$ cat src/btr_pkg.sv
// Package: shared constants, types and direction tables of the binary line tracer.
`timescale 1ns / 1ps
package btr_pkg;

   localparam int COORD_W = 6;
   localparam int POS_W   = 12;
   localparam int CNT_W   = 13;
   localparam int DIM_W   = 7;
   localparam int MINL_W  = 13;
   localparam int LNUM_W  = 12;
   localparam int MAX_DIM = 64;

   localparam logic OP_WRITE = 1'b0;
   localparam logic OP_FETCH = 1'b1;

   localparam logic [1:0] CSR_WIDTH  = 2'd0;
   localparam logic [1:0] CSR_HEIGHT = 2'd1;
   localparam logic [1:0] CSR_MINLEN = 2'd2;

   typedef struct packed {
      logic               op;
      logic [COORD_W-1:0] row;
      logic [COORD_W-1:0] col;
      logic               pixel_on;
   } cmd_type;

   typedef struct packed {
      logic [DIM_W-1:0]  width;
      logic [DIM_W-1:0]  height;
      logic [MINL_W-1:0] min_length;
   } cfg_type;

   typedef struct packed {
      logic clearing;
      logic pop;
   } back_status_type;

   typedef enum logic [3:0] {
      ST_CLEAR, ST_IDLE, ST_EMIT_RD, ST_EMIT_OUT, ST_SCAN_RD, ST_SCAN_CHK,
      ST_PROBE_RD, ST_PROBE_CHK, ST_JUDGE
   } state_type;

   function automatic logic signed [1:0] dir_dx(input logic [2:0] d);
      logic signed [1:0] r;
      unique case (d)
         3'd0, 3'd6, 3'd7: r = -2'sd1;
         3'd1, 3'd5:       r = 2'sd0;
         default:          r = 2'sd1;
      endcase
      return r;
   endfunction

   function automatic logic signed [1:0] dir_dy(input logic [2:0] d);
      logic signed [1:0] r;
      unique case (d)
         3'd0, 3'd1, 3'd2: r = -2'sd1;
         3'd3, 3'd7:       r = 2'sd0;
         default:          r = 2'sd1;
      endcase
      return r;
   endfunction

endpackage

$ cat src/btr_front.sv
// Front end: accepts command beats and holds them in a two-entry queue.
`timescale 1ns / 1ps
module btr_front (
   input  logic                    clock,
   input  logic                    reset,
   input  logic                    start,
   output logic                    busy,
   input  btr_pkg::cmd_type        cmd_in,
   input  btr_pkg::back_status_type status,
   output logic                    cmd_valid,
   output btr_pkg::cmd_type        cmd_out
);
   btr_pkg::cmd_type q_ff [2];
   logic       wr_ff, wr_in;
   logic       rd_ff, rd_in;
   logic [1:0] cnt_ff, cnt_in;
   logic       push;
   logic       pop;

   assign busy      = (cnt_ff == 2'd2) || status.clearing;
   assign push      = start && !busy;
   assign pop       = status.pop && (cnt_ff != 2'd0);
   assign cmd_valid = (cnt_ff != 2'd0);
   assign cmd_out   = q_ff[rd_ff];

   always_comb begin
      wr_in  = push ? ~wr_ff : wr_ff;
      rd_in  = pop ? ~rd_ff : rd_ff;
      cnt_in = cnt_ff + {1'b0, push} - {1'b0, pop};
   end

   always_ff @(posedge clock) begin
      if (reset) begin
         wr_ff  <= 1'b0;
         rd_ff  <= 1'b0;
         cnt_ff <= 2'd0;
      end else begin
         wr_ff  <= wr_in;
         rd_ff  <= rd_in;
         cnt_ff <= cnt_in;
      end
   end

   always_ff @(posedge clock) begin
      if (push) begin
         q_ff[wr_ff] <= cmd_in;
      end
   end
endmodule

$ cat config.mk
export PLATFORM = sky130hd
export DESIGN_NAME = btr_front
export DESIGN_NICKNAME = d
export VERILOG_FILES = /design/src/btr_pkg.sv /design/src/btr_front.sv
export SDC_FILE = /design/constraint.sdc
export NUM_CORES = 1
export LEC_CHECK = 0
export BUFFER_PORTS_ARGS = -buffer_cell sky130_fd_sc_hd__clkbuf_2
export CORE_UTILIZATION = 40
export DETAILED_ROUTE_END_ITERATION = 8
export SLEW_MARGIN = 5
export SYNTH_ARGS = -nofsm -noshare
export SYNTH_HDL_FRONTEND = slang
export SYNTH_SLANG_ARGS = --single-unit
$ cat constraint.sdc
create_clock -name clock -period 3.2 [get_ports clock]
set_input_delay 0.32 -clock clock [delete_from_list [all_inputs] [get_ports clock]]
set_output_delay 0.32 -clock clock [all_outputs]
set_load 0.02 [all_outputs]
; ---- After elaboration in Yosys (flattened, before gate mapping)
; Memories as Yosys holds them, arrays and structs flattened. A register that Yosys moved wholly into a read port is not among the register bits.
; Cells that the tools add are included.
[totals]
ff_bits = 4
ram_bits = 28
inputBits = 19
output_inout_bits = 16
word_cells = 18
n_memories = 1
[mem_list]
columns = name, depth, width, rd, rd_clocked_by_memory_dff, wr, line_no
row1 = q_ff, 2, 14, 1, 1, 1, btr_front.sv:13  ; btr_pkg::cmd_type q_ff [2];
[classes]
addsub = 2
n_eq_ne = 1
mux = 4
bitwise = 2
reduce_logical = 5
[op_table]
columns = op, n
row1 = 2-to-1 mux 1 bit, 4
row2 = adder 2 x 1 -> 2 bit, 1
row3 = equality test 2 bit (second input constant), 1
row4 = logical AND 1 bit, 2
row5 = inverter 1 bit, 2
row6 = nonzero test 2 bit, 1
row7 = subtractor 2 x 1 -> 2 bit, 1
row8 = logical NOT 1 bit, 1
row9 = logical OR 1 bit, 1

; ---- Longest topological paths before layout
; Gate-level depths: netlist (run 1).
[depth]
depth_word = 6
mapped_depth = 8
mapped_depth_nobuf = 8

; ---- Worst setup path after synthesis (run 1)
; Ideal clock, no wire load.
[synth_timing]
path_kind = register to register
start = register cnt_ff[0]
end = memory q_ff[1][0] (netlist bit) (enable)
setup_time_ps = 384
arrival_time_ps = 1203
required_time_ps = 2816
path_slack_ps = 1613
stages_incl_launch_ff = 4
n_path_buf = 0
period_less_slack_ps = 1587
path_cell_list = dfxtp_1 -> nand2b_2 -> nand3b_4 -> nor2_1
[synth_via]
elab_chain_cells = 6
[synth_lines]
columns = item, line_no
row1 = start: declaration, btr_front.sv:16  ; logic [1:0] cnt_ff, cnt_in;
row2 = start signal: assignment, btr_front.sv:40  ; cnt_ff <= cnt_in;
row3 = equality test 2 bit, btr_front.sv:20  ; assign busy = (cnt_ff == 2'd2) || status.clearing;
row4 = logical OR 1 bit, btr_front.sv:20
row5 = logical NOT 1 bit, btr_front.sv:21  ; assign push = start && !busy;
row6 = logical AND 1 bit, btr_front.sv:21
row7 = 2-to-1 mux 1 bit, btr_front.sv:45  ; if (push) begin
row8 = 2-to-1 mux 1 bit (not written as such), btr_front.sv:46  ; q_ff[wr_ff] <= cmd_in;
row9 = end: declaration, btr_front.sv:13
; Every way passes these cells.

==> impl_results.md, run 1 <==
* Critical path class: reg -> out
* Max_slew headroom at 42.9%
* Max FO, Critical Path at 14
* Total CTS buffers at 5
* Layout Nets at 133
* CP Launch Type: flip-flop
* Die width at 59.2 um
* Met2 Use GR at 18.2%
* CP endpoint kind: output pin
* DRT iter0 DRCs at 11
* Drt total wl at 1.88 mm
* Simple-Gate Fraction of Synth Area at 6.60%
* TNS Setup at 0 ns
* Max Cap Viol at 0
* Met3 GRT Util at 6.11%
* Slowest CP cell: dfxtp_1
* Remaining global-route overflow at 0
* Clock Pin Slew Worst Setup and Hold Paths at 0.09 ns
* Final Hold Vio Count at 0
* Reg2reg end: q_ff[0][1]
* Req. time, crit path at 2.88 ns
* Worst path max stage delay at 0.88 ns
* CTS max path bufs at 2
* Post-CTS setup buffers at 0
* Compound-gate portion of the synthesized area at 0.670%
* Synth Area in XOR/XNOR at 1.34%
* Die Height at 59.2 um
* Worst hold path type: in -> reg
* Pins Over Slew Limit at 0
* Global-route wire length before repair at 2.93 mm
* Hold slack final at 0.183 ns
* Status: complete, no violations
* N_diodes at 0
* Kind of cell adding the most delay to the critical path: flip-flops
* Cells resized by post-CTS repair at 0
* Iteration count of the initial detailed-routing pass at 2
* Avg WL per Cell at 11.9 um
* Fin crit period at 2.09 ns
* GRT busiest layer: met2
* Antenna violations before repair at 0
* Syn Area/Cell at 18.7 um^2
* GP Congestion at 0.710
* CTS sink count at 33
* Synth area leaders: edfxtp_1 (64%), mux2_4 (13%), dfxtp_1 (7.7%)
* DR vias at 703
* Hold endpoint: q_ff[1][2]
* Unrepaired setup endpoints after global routing: false
* Combinational family with the most area after synthesis: multiplexers
* LEAKAGE at 0.655 nW
* Clk root buf: clkbuf_4
* Layout cells sized above 1 at 54.0%
* Gate Count Post-Synth at 70
* DR DRC count at 0
* Power, Total at 1.14 mW
* DP HPWL at 1.34 mm
* Pwr/cell area at 716 nW/um^2
* Syn Std Cell Area at 1310 um^2
* Antenna Nets Post-Route at 0
* Adder-cell share of the synthesized area at 1.91%
* H-tree levels at 2
* Synth top area share at 64.3%
* Starting density of the core at 42.5%
* R2r worst-path depth at 4
* Overall routing resource usage at 12.4%
* IO buf count at 34
* Hold Path Depth at 1
* Highest clock rate at 478 MHz
* CP cell instances: mux2_2 -> clkbuf_2
* M1 GR Usage at 15.1%
* Seq cells post-synth at 33
* Max VDD drop at 0.339 mV
* CTS tree: done
* Crit path DAT at 1.77 ns
* I/O pin count at 35
* Endpoints failing setup at 0
* Least-Margin Pin Slew at 0.855 ns
* Multiplexer area fraction after synthesis at 16.1%
* Row count at 20
* YS warnings at 0
* Sequential fraction of the synthesis area at 72.0%
* HP Start: cmd_in[2]
* Post-route clock period utilization at 65.4%
* Area Growth Syn to Fin at 21.3%
* Via density at 4.48
* Total core area at 3080 um^2
* Critical R2R Launch: cnt_ff[0]
* Largest net degree at the start of global routing at 15
* Setup Skew at 0.00434 ns
* Reg2Reg Setup Slack at 1.54 ns
* Synth Net Count at 91
* Netlist cell types at 18
* Hold-fix buffers, CTS at 0
* CP bufs+invs at 1
* Die ar. at 3500 um^2
* Worst skew pair latency at 0.32 ns
* Vias in the first global route at 636
* Dominant cell type by area after synthesis: edfxtp_1
## power by group
group / switching (mW) / internal [mW] / total (mW) / leakage, nW
Clock: 0.126 / 0.0793 / 0.205 / 0.0300
Combinational: 0.171 / 0.182 / 0.354 / 0.328
Sequential: 0.0574 / 0.520 / 0.578 / 0.298
## flip-flops by register name, summed over array words and instances (netlist names), named ones only
signal  cells
cnt_ff      2
q_ff       28
rd_ff       1
wr_ff       1
## stage by stage
stage | instance area [um^2] | setup WS [ns] | instances | utilization (%)
floorplan | 1310 | 1.61 | 70 | -
global placement | 1540 | 1.46 | 149 | 49.9
detailed placement | 1540 | 1.44 | 149 | 49.9
CTS | 1590 | 1.08 | 157 | 51.5
global route | 1590 | 1.01 | 157 | 51.5
finish | 1590 | 1.11 | 157 | 51.5
## cells by family (layout without fill, tap and decap cells)
| logic type | Yosys count | after routing |
|---|---|---|
| AND/OR/NAND/NOR | 14 | 14 |
| multiplexers | 15 | 15 |
| flip-flops | 33 | 33 |
| XOR/XNOR | 2 | 2 |
| adder cells (fa/ha/maj) | 2 | 2 |
| buffers and inverters | 3 | 46 |
| AO/OA/AOI/OAI | 1 | 1 |
## metal layers
layer / part of all wire, % / wire length [um] / vias to the layer above
li1: - / - / 342
met1: 43 / 805 / 333
met2: 48 / 909 / 22
met3: 6.3 / 119 / 6
met4: 2.2 / 41 / 0
met5: 0 / 0 / -
## placed cells by master, fill, tap and decap left out
cell and n:
clkbuf_2 34, edfxtp_1 28, mux2_4 11, nor2_1 7, dfxtp_1 5, clkbuf_4 5, mux2_2 4, inv_1 2
ha_1 2, clkinv_1 2, buf_4 2, o21a_2 1, nand2b_2 1, nand3b_4 1, or2b_1 1, or2_2 1
nor2b_1 1, xnor2_1 1, xor2_1 1, and2_1 1, nor3_1 1, clkinv_2 1
## cell usage after synthesis
| cell type | number |
|---|---|
| and2_1 | 1 |
| buf_6 | 1 |
| dfxtp_1 | 5 |
| edfxtp_1 | 28 |
| ha_1 | 2 |
| inv_1 | 2 |
| mux2_2 | 4 |
| mux2_4 | 11 |
| nand2b_2 | 1 |
| nand3b_4 | 1 |
| nor2_1 | 7 |
| nor2b_1 | 1 |
| nor3_1 | 1 |
| o21a_2 | 1 |
| or2_2 | 1 |
| or2b_1 | 1 |
| xnor2_1 | 1 |
| xor2_1 | 1 |
## how the worst max path moves through the flow
stage / start / endpoint / slack (ns) / cells past startpoint
finish: flip-flop / cmd_out[1] / 1.11 / 2
global route: flip-flop / cmd_out[1] / 1.01 / 2
CTS: flip-flop / cmd_out[1] / 1.08 / 2
detailed placement: flip-flop / cmd_out[13] / 1.44 / 2
global placement: flip-flop / cmd_out[1] / 1.46 / 2
floorplan: cnt_ff[0] / q_ff[1][0] / 1.61 / 3
## cell type report
type,instances,area [um^2]
fill,278,1490
sequential,33,941
multi-input combinational,34,348
timing repair buffer,36,185
tap,44,55.1
clock buffer,5,37.5
clock inverter,3,12.5
inverter,2,7.51
Note: power is estimated with default switching activity, not from simulation.
==> run 2: changes to the inputs <==
==> constraint.sdc (replaced) <==
create_clock -name clock -period 2.01 [get_ports clock]
set_input_delay 0.201 -clock clock [delete_from_list [all_inputs] [get_ports clock]]
set_output_delay 0.201 -clock clock [all_outputs]
set_load 0.02 [all_outputs]
==> run 2 against run 1 <==
Compared with the run above:
- design area is 1.1% higher
- clock power grew 60%
- via count is 1.4% higher
- sequential cell count is the same
- register-to-register slack worse by 1.2 ns
==> impl_results.md, run 2 (same netlist as run 1, synthesis figures left out) <==
* Status: complete, no violations
* Biggest regs: q_ff (28), cnt_ff (2)
* DR vias at 713 (+1.4%)
* TNS Setup at 0 ns (unchanged)
* Reg2reg end: cnt_ff[1]
* Top reg by flops: q_ff
* Reg2Reg Setup Slack at 0.39 ns (-1.15 ns)
* Req. time, crit path at 1.81 ns (-1.07 ns)
* Die Height at 59.2 um (unchanged)
* Post-DP Area at 1560 um^2 (+1.5%)
* DRT iter0 DRCs at 13 (+2)
* Global-route wire length before repair at 3.13 mm (+6.6%)
* Clk root buf: clkbuf_4
* Worst hold path type: in -> reg
* Vias in the first global route at 737 (+16%)
* Setup Skew at 0.00460 ns (+0.000253 ns)
* Avg WL per Cell at 12.5 um (+4.7%)
* CTS max path bufs at 2 (unchanged)
* PnR worst setup slack at 0.163 ns (-0.944 ns)
* Max FO, Critical Path at 8 (-6)
* Starting density of the core at 42.5% (unchanged)
* Layout Nets at 136 (+2.3%)
* Placed cell count at 152 (+2.0%)
* Worst skew pair latency at 0.32 ns (about the same)
* Die ar. at 3500 um^2 (unchanged)
* LEAKAGE at 0.667 nW (+1.8%)
* IO buf count at 34 (unchanged)
* Power, Total at 1.83 mW (+61%)
* Endpoints failing setup at 0 (unchanged)
* Hold Path Depth at 1 (unchanged)
* Design area at 1600 um^2 (+1.1%)
* Total CTS buffers at 5 (unchanged)
* GP Congestion at 0.759 (+6.9%)
* Highest clock rate at 541 MHz
* Cells resized by post-CTS repair at 0 (unchanged)
* Area Growth Syn to Fin at 22.7%
* R2r worst-path depth at 8 (+4)
* DP HPWL at 1.45 mm (+7.8%)
* Hold endpoint: q_ff[1][0]
* Worst path max stage delay at 0.57 ns (-0.31 ns)
* Row count at 20 (unchanged)
* HP Start: cmd_in[0]
* Layout cells sized above 1 at 54.8% (+0.80 points)
* Drt total wl at 1.99 mm (+6.1%)
* Clock Pin Slew Worst Setup and Hold Paths at 0.09 ns (about the same)
* Post-route clock period utilization at 91.9%
* H-tree levels at 2 (unchanged)
* Antenna Nets Post-Route at 0 (unchanged)
* Final Non-Filler Cells at 159 (+1.3%)
* Total core area at 3080 um^2 (unchanged)
* Slowest CP cell: dfxtp_1
* Iteration count of the initial detailed-routing pass at 4 (+2)
* Unrepaired setup endpoints after global routing: false
* Crit path DAT at 1.65 ns (-0.12 ns)
* Max reg flops at 28 (unchanged)
* Remaining global-route overflow at 0 (unchanged)
* CP cell instances: buf_4 -> mux2_4 -> clkbuf_2
* Hold-fix buffers, CTS at 0 (unchanged)
* DR DRC count at 0 (unchanged)
* Final Hold Vio Count at 0 (unchanged)
* CP endpoint kind: output pin
* Largest net degree at the start of global routing at 10 (-5)
* Overall routing resource usage at 13.2% (+0.84 points)
* Critical path class: reg -> out
* Max_slew headroom at 74.1% (+31 points)
* Commonest cells after routing, fill and taps aside: clkbuf_2 (34), edfxtp_1 (28), mux2_4 (11)
* Fin crit period at 1.85 ns
* Die width at 59.2 um (unchanged)
* Least-Margin Pin Slew at 0.388 ns (-0.467 ns)
* Critical R2R Launch: cnt_ff[0]
* CTS tree: done
* Hold slack final at 0.0620 ns (-0.121 ns)
* CP Launch Type: flip-flop
* Max Cap Viol at 0 (unchanged)
* Post-CTS setup buffers at 0 (unchanged)
* N_diodes at 0 (unchanged)
* Pins Over Slew Limit at 0 (unchanged)
* Max VDD drop at 0.475 mV (+40%)
* Pwr/cell area at 1140 nW/um^2 (+59%)
* Most common cell after layout, fill and taps aside: clkbuf_2
* Via density at 4.48 (+0.15%)
* Post-Place Setup Slack at 0.387 ns (-1.06 ns)
* I/O pin count at 35 (unchanged)
* Antenna violations before repair at 0 (unchanged)
* CTS sink count at 33 (unchanged)
* Fin util at 52.1% (+0.57 points)
## run 2: cell types whose count changed in the layout (fill, tap and decap cells not counted)
cell,before,now
buf_4,2,5
clkinv_2,1,0
clkbuf_1,0,1
clkinv_1,2,1
## run 2: per-layer routing
layer / GRT usage [%] / wire length [um]
met2: 24.4 / 1050
met4: 6.12 / 30
met5: 0 / 0
met1: 11.4 / 760
met3: 7.21 / 145
## run 2: final cells by class
cell class                 count  area, um^2
sequential                    33         941
tap                           44        55.1
inverter                       2        7.51
clock buffer                   6        41.3
multi-input combinational     34         348
fill                         284        1470
timing repair buffer          39         208
clock inverter                 1        3.75
## run 2: worst max path at each step
stage	startpoint	to	slack, ns
CTS	flip-flop	cmd_out[8]	0.12
finish	flip-flop	cmd_out[8]	0.16
detailed placement	cnt_ff[0]	cnt_ff[1]	0.39
floorplan	cnt_ff[0]	q_ff[1][0]	0.42
global route	flip-flop	cmd_out[11]	0.09
global placement	cnt_ff[0]	cnt_ff[1]	0.47
## run 2: power by group
group          switching [mW]  total (mW)  internal [mW]
Sequential             0.0594       0.888          0.828
Combinational           0.310       0.611          0.301
Clock                   0.201       0.328          0.127
Total                   0.570        1.83           1.26
## run 2: worst max-delay path, delay by kind of cell, from the launching register on
family / cells / cell delay (ns)
buffers and inverters: 2 / 0.44
muxes: 1 / 0.32
DFF: 1 / 0.57
==> run 3: changes to the inputs <==
--- a/config.mk
+++ b/config.mk
@@ -7,6 +7,8 @@
 export LEC_CHECK = 0
 export BUFFER_PORTS_ARGS = -buffer_cell sky130_fd_sc_hd__clkbuf_2
 export CORE_UTILIZATION = 40
+export CTS_BUF_LIST = sky130_fd_sc_hd__clkbuf_8
+export CTS_CLUSTER_DIAMETER = 120
 export DETAILED_ROUTE_END_ITERATION = 8
 export SLEW_MARGIN = 5
 export SYNTH_ARGS = -nofsm -noshare
==> run 3 against run 2 <==
Compared with the run above:
- combinational power about the same
- design area rose by 2.0%
- global-route usage down 0.52 points
- maximum frequency is 4.4% higher
- final cell count unchanged
- die area stayed put
- first-iteration DRC count fell by 15%
- sequential cell count is the same
- critical endpoint unchanged
==> impl_results.md, run 3 (same netlist as run 1, synthesis figures left out) <==
* LEAKAGE at 0.684 nW (+2.6%)
* Critical path class: reg -> out
* Antenna Nets Post-Route at 0 (unchanged)
* Max FO, Critical Path at 8 (unchanged)
* Max Cap Viol at 0 (unchanged)
* CTS sink count at 33 (unchanged)
* I/O pin count at 35 (unchanged)
* Worst path max stage delay at 0.54 ns (-0.03 ns)
* FILL cells at 282 (-0.70%)
* Row count at 20 (unchanged)
* H-tree levels at 2 (unchanged)
* Placed cell count at 152 (unchanged)
* Post-DP Area at 1560 um^2 (unchanged)
* P_sw at 0.576 mW (+1.1%)
* Max_slew headroom at 75.1% (+0.95 points)
* Met3 GRT Util at 5.24% (-2.0 points)
* Pwr/cell area at 1180 nW/um^2 (+3.9%)
* Clock share of power at 22.5% (+4.5 points)
* IO buf count at 34 (unchanged)
* Part of the power in registers at 45.9% (-2.7 points)
* Vias in the first global route at 739 (+0.27%)
* R2r worst-path depth at 8 (unchanged)
* DP HPWL at 1.45 mm (unchanged)
* Post-CTS setup buffers at 0 (unchanged)
* Die Height at 59.2 um (unchanged)
* Total core area at 3080 um^2 (unchanged)
* Die ar. at 3500 um^2 (unchanged)
* Design area at 1640 um^2 (+2.0%)
* Layout Nets at 136 (unchanged)
* Unrepaired setup endpoints after global routing: false
* CP Launch Type: flip-flop
* Hold endpoint: q_ff[1][3]
* Top reg by flops: q_ff
* Final Non-Filler Cells at 159 (unchanged)
* Post-route clock period utilization at 88.1% (-3.9 points)
* Worst skew pair latency at 0.27 ns (-0.05 ns)
* Endpoints failing setup at 0 (unchanged)
* Status: complete, no violations
* Via density at 4.50 (+0.28%)
* Int Power at 1.36 mW (+8.2%)
* Crit path DAT at 1.57 ns (-0.08 ns)
* Critical R2R Launch: cnt_ff[0]
* Reg2reg end: cnt_ff[1]
* Hold Path Depth at 1 (unchanged)
* PnR worst setup slack at 0.240 ns (+0.0775 ns)
* GP Congestion at 0.759 (unchanged)
* DRT iter0 DRCs at 11 (-2)
* Worst hold path type: in -> reg
* Reg2Reg Setup Slack at 0.39 ns (about the same)
* Total CTS buffers at 5 (unchanged)
* Combinational share of power at 31.6% (-1.8 points)
* DR DRC count at 0 (unchanged)
* Post-Place Setup Slack at 0.387 ns (unchanged)
* Hold-fix buffers, CTS at 0 (unchanged)
* Req. time, crit path at 1.81 ns (about the same)
* Avg WL per Cell at 12.3 um (-1.5%)
* CTS tree: done
* Fin util at 53.1% (+1.0 points)
* Most common cell after layout, fill and taps aside: clkbuf_2
* Layout cells sized above 1 at 54.8% (unchanged)
* Largest net degree at the start of global routing at 10 (unchanged)
* Setup Skew at 0.00289 ns (-0.00171 ns)
* Hold slack final at 0.118 ns (+0.0558 ns)
* Biggest regs: q_ff (28), cnt_ff (2)
* Cells resized by post-CTS repair at 0 (unchanged)
* Starting density of the core at 42.5% (unchanged)
* Iteration count of the initial detailed-routing pass at 4 (unchanged)
* Max reg flops at 28 (unchanged)
* Slowest CP cell: dfxtp_1
* Area Growth Syn to Fin at 25.1%
* Overall routing resource usage at 12.7% (-0.52 points)
* Remaining global-route overflow at 0 (unchanged)
* N_diodes at 0 (unchanged)
* TNS Setup at 0 ns (unchanged)
* Power, Total at 1.93 mW (+5.9%)
* Met2 Use GR at 23.7% (-0.65 points)
* CP bufs+invs at 2 (unchanged)
* CP endpoint kind: output pin
* Kind of cell adding the most delay to the critical path: flip-flops
* Clock Pin Slew Worst Setup and Hold Paths at 0.06 ns (-0.03 ns)
* Least-Margin Pin Slew at 0.373 ns (-0.0142 ns)
* Die width at 59.2 um (unchanged)
* CP cell instances: buf_4 -> mux2_4 -> clkbuf_2
* Fin crit period at 1.77 ns (-0.0775 ns)
* Multi-input logic area at 348 um^2 (unchanged)
* Antenna violations before repair at 0 (unchanged)
* Clk root buf: clkbuf_8
* Commonest cells after routing, fill and taps aside: clkbuf_2 (34), edfxtp_1 (28), mux2_4 (11)
* Drt total wl at 1.96 mm (-1.5%)
* Highest clock rate at 565 MHz (+4.4%)
* CTS max path bufs at 2 (unchanged)
* Sequential Area at 941 um^2 (unchanged)
* DR vias at 715 (+0.28%)
* Final Hold Vio Count at 0 (unchanged)
* GRT busiest layer: met2
* Switching Share at 29.8% (-1.4 points)
* Max VDD drop at 0.479 mV (+0.95%)
* Global-route wire length before repair at 3.04 mm (-2.7%)
* Pins Over Slew Limit at 0 (unchanged)
* HP Start: cmd_in[3]
* M1 GR Usage at 11.3% (-0.16 points)
run 3: changes by cell type in the layout (fill, tap and decap cells not counted), sizes merged:
cell,before,now
clkbuf,40,39
inv,2,3
run 3: worst register-to-register path: cells and delay by family, from the launching register on:
kind / cells / cell delay [ns]
buffers and inverters: 1 / 0.04
XOR/XNOR: 1 / 0.15
AND/OR/NAND/NOR: 4 / 0.54
adder cells (fa/ha/maj): 2 / 0.45
flip-flops: 1 / 0.37
run 3: per-layer routing:
layer | part of all wire [%] | up-vias | wire length [um]
met1 | 38 | 343 | 748
met2 | 54 | 23 | 1070
met3 | 5.9 | 4 | 115
met5 | 0 | - | 0
li1 | - | 345 | -
met4 | 1.5 | 0 | 29
run 3: how the worst max path moves through the flow:
| stage | endpoint | slack, ns | cells after the start |
|---|---|---|---|
| after floorplan | q_ff[1][0] | 0.42 | 3 |
| after global placement | cnt_ff[1] | 0.47 | 8 |
| after detailed placement | cnt_ff[1] | 0.39 | 8 |
| after CTS | cmd_out[8] | 0.20 | 3 |
| after global routing | cmd_out[11] | 0.17 | 3 |
| final | cmd_out[8] | 0.24 | 3 |
run 3: cell type report:
cell class | instances | area share [%]
Clock inverter | 2 | 0.459
Clock buffer | 5 | 4.21
Timing Repair Buffer | 39 | 12.7
Sequential cell | 33 | 57.5
Multi-Input combinational cell | 34 | 21.3
Tap cell | 44 | 3.37
Inverter | 2 | 0.459
run 3: power by group through the flow:
stage / registers [mW] / logic [mW] / clock network, mW
detailed placement: 0.905 / 0.623 / 0
global route: 0.898 / 0.664 / 0.481
CTS: 0.890 / 0.624 / 0.452
global placement: 0.897 / 0.614 / 0
floorplan: 0.881 / 0.474 / 0
finish: 0.888 / 0.612 / 0.435
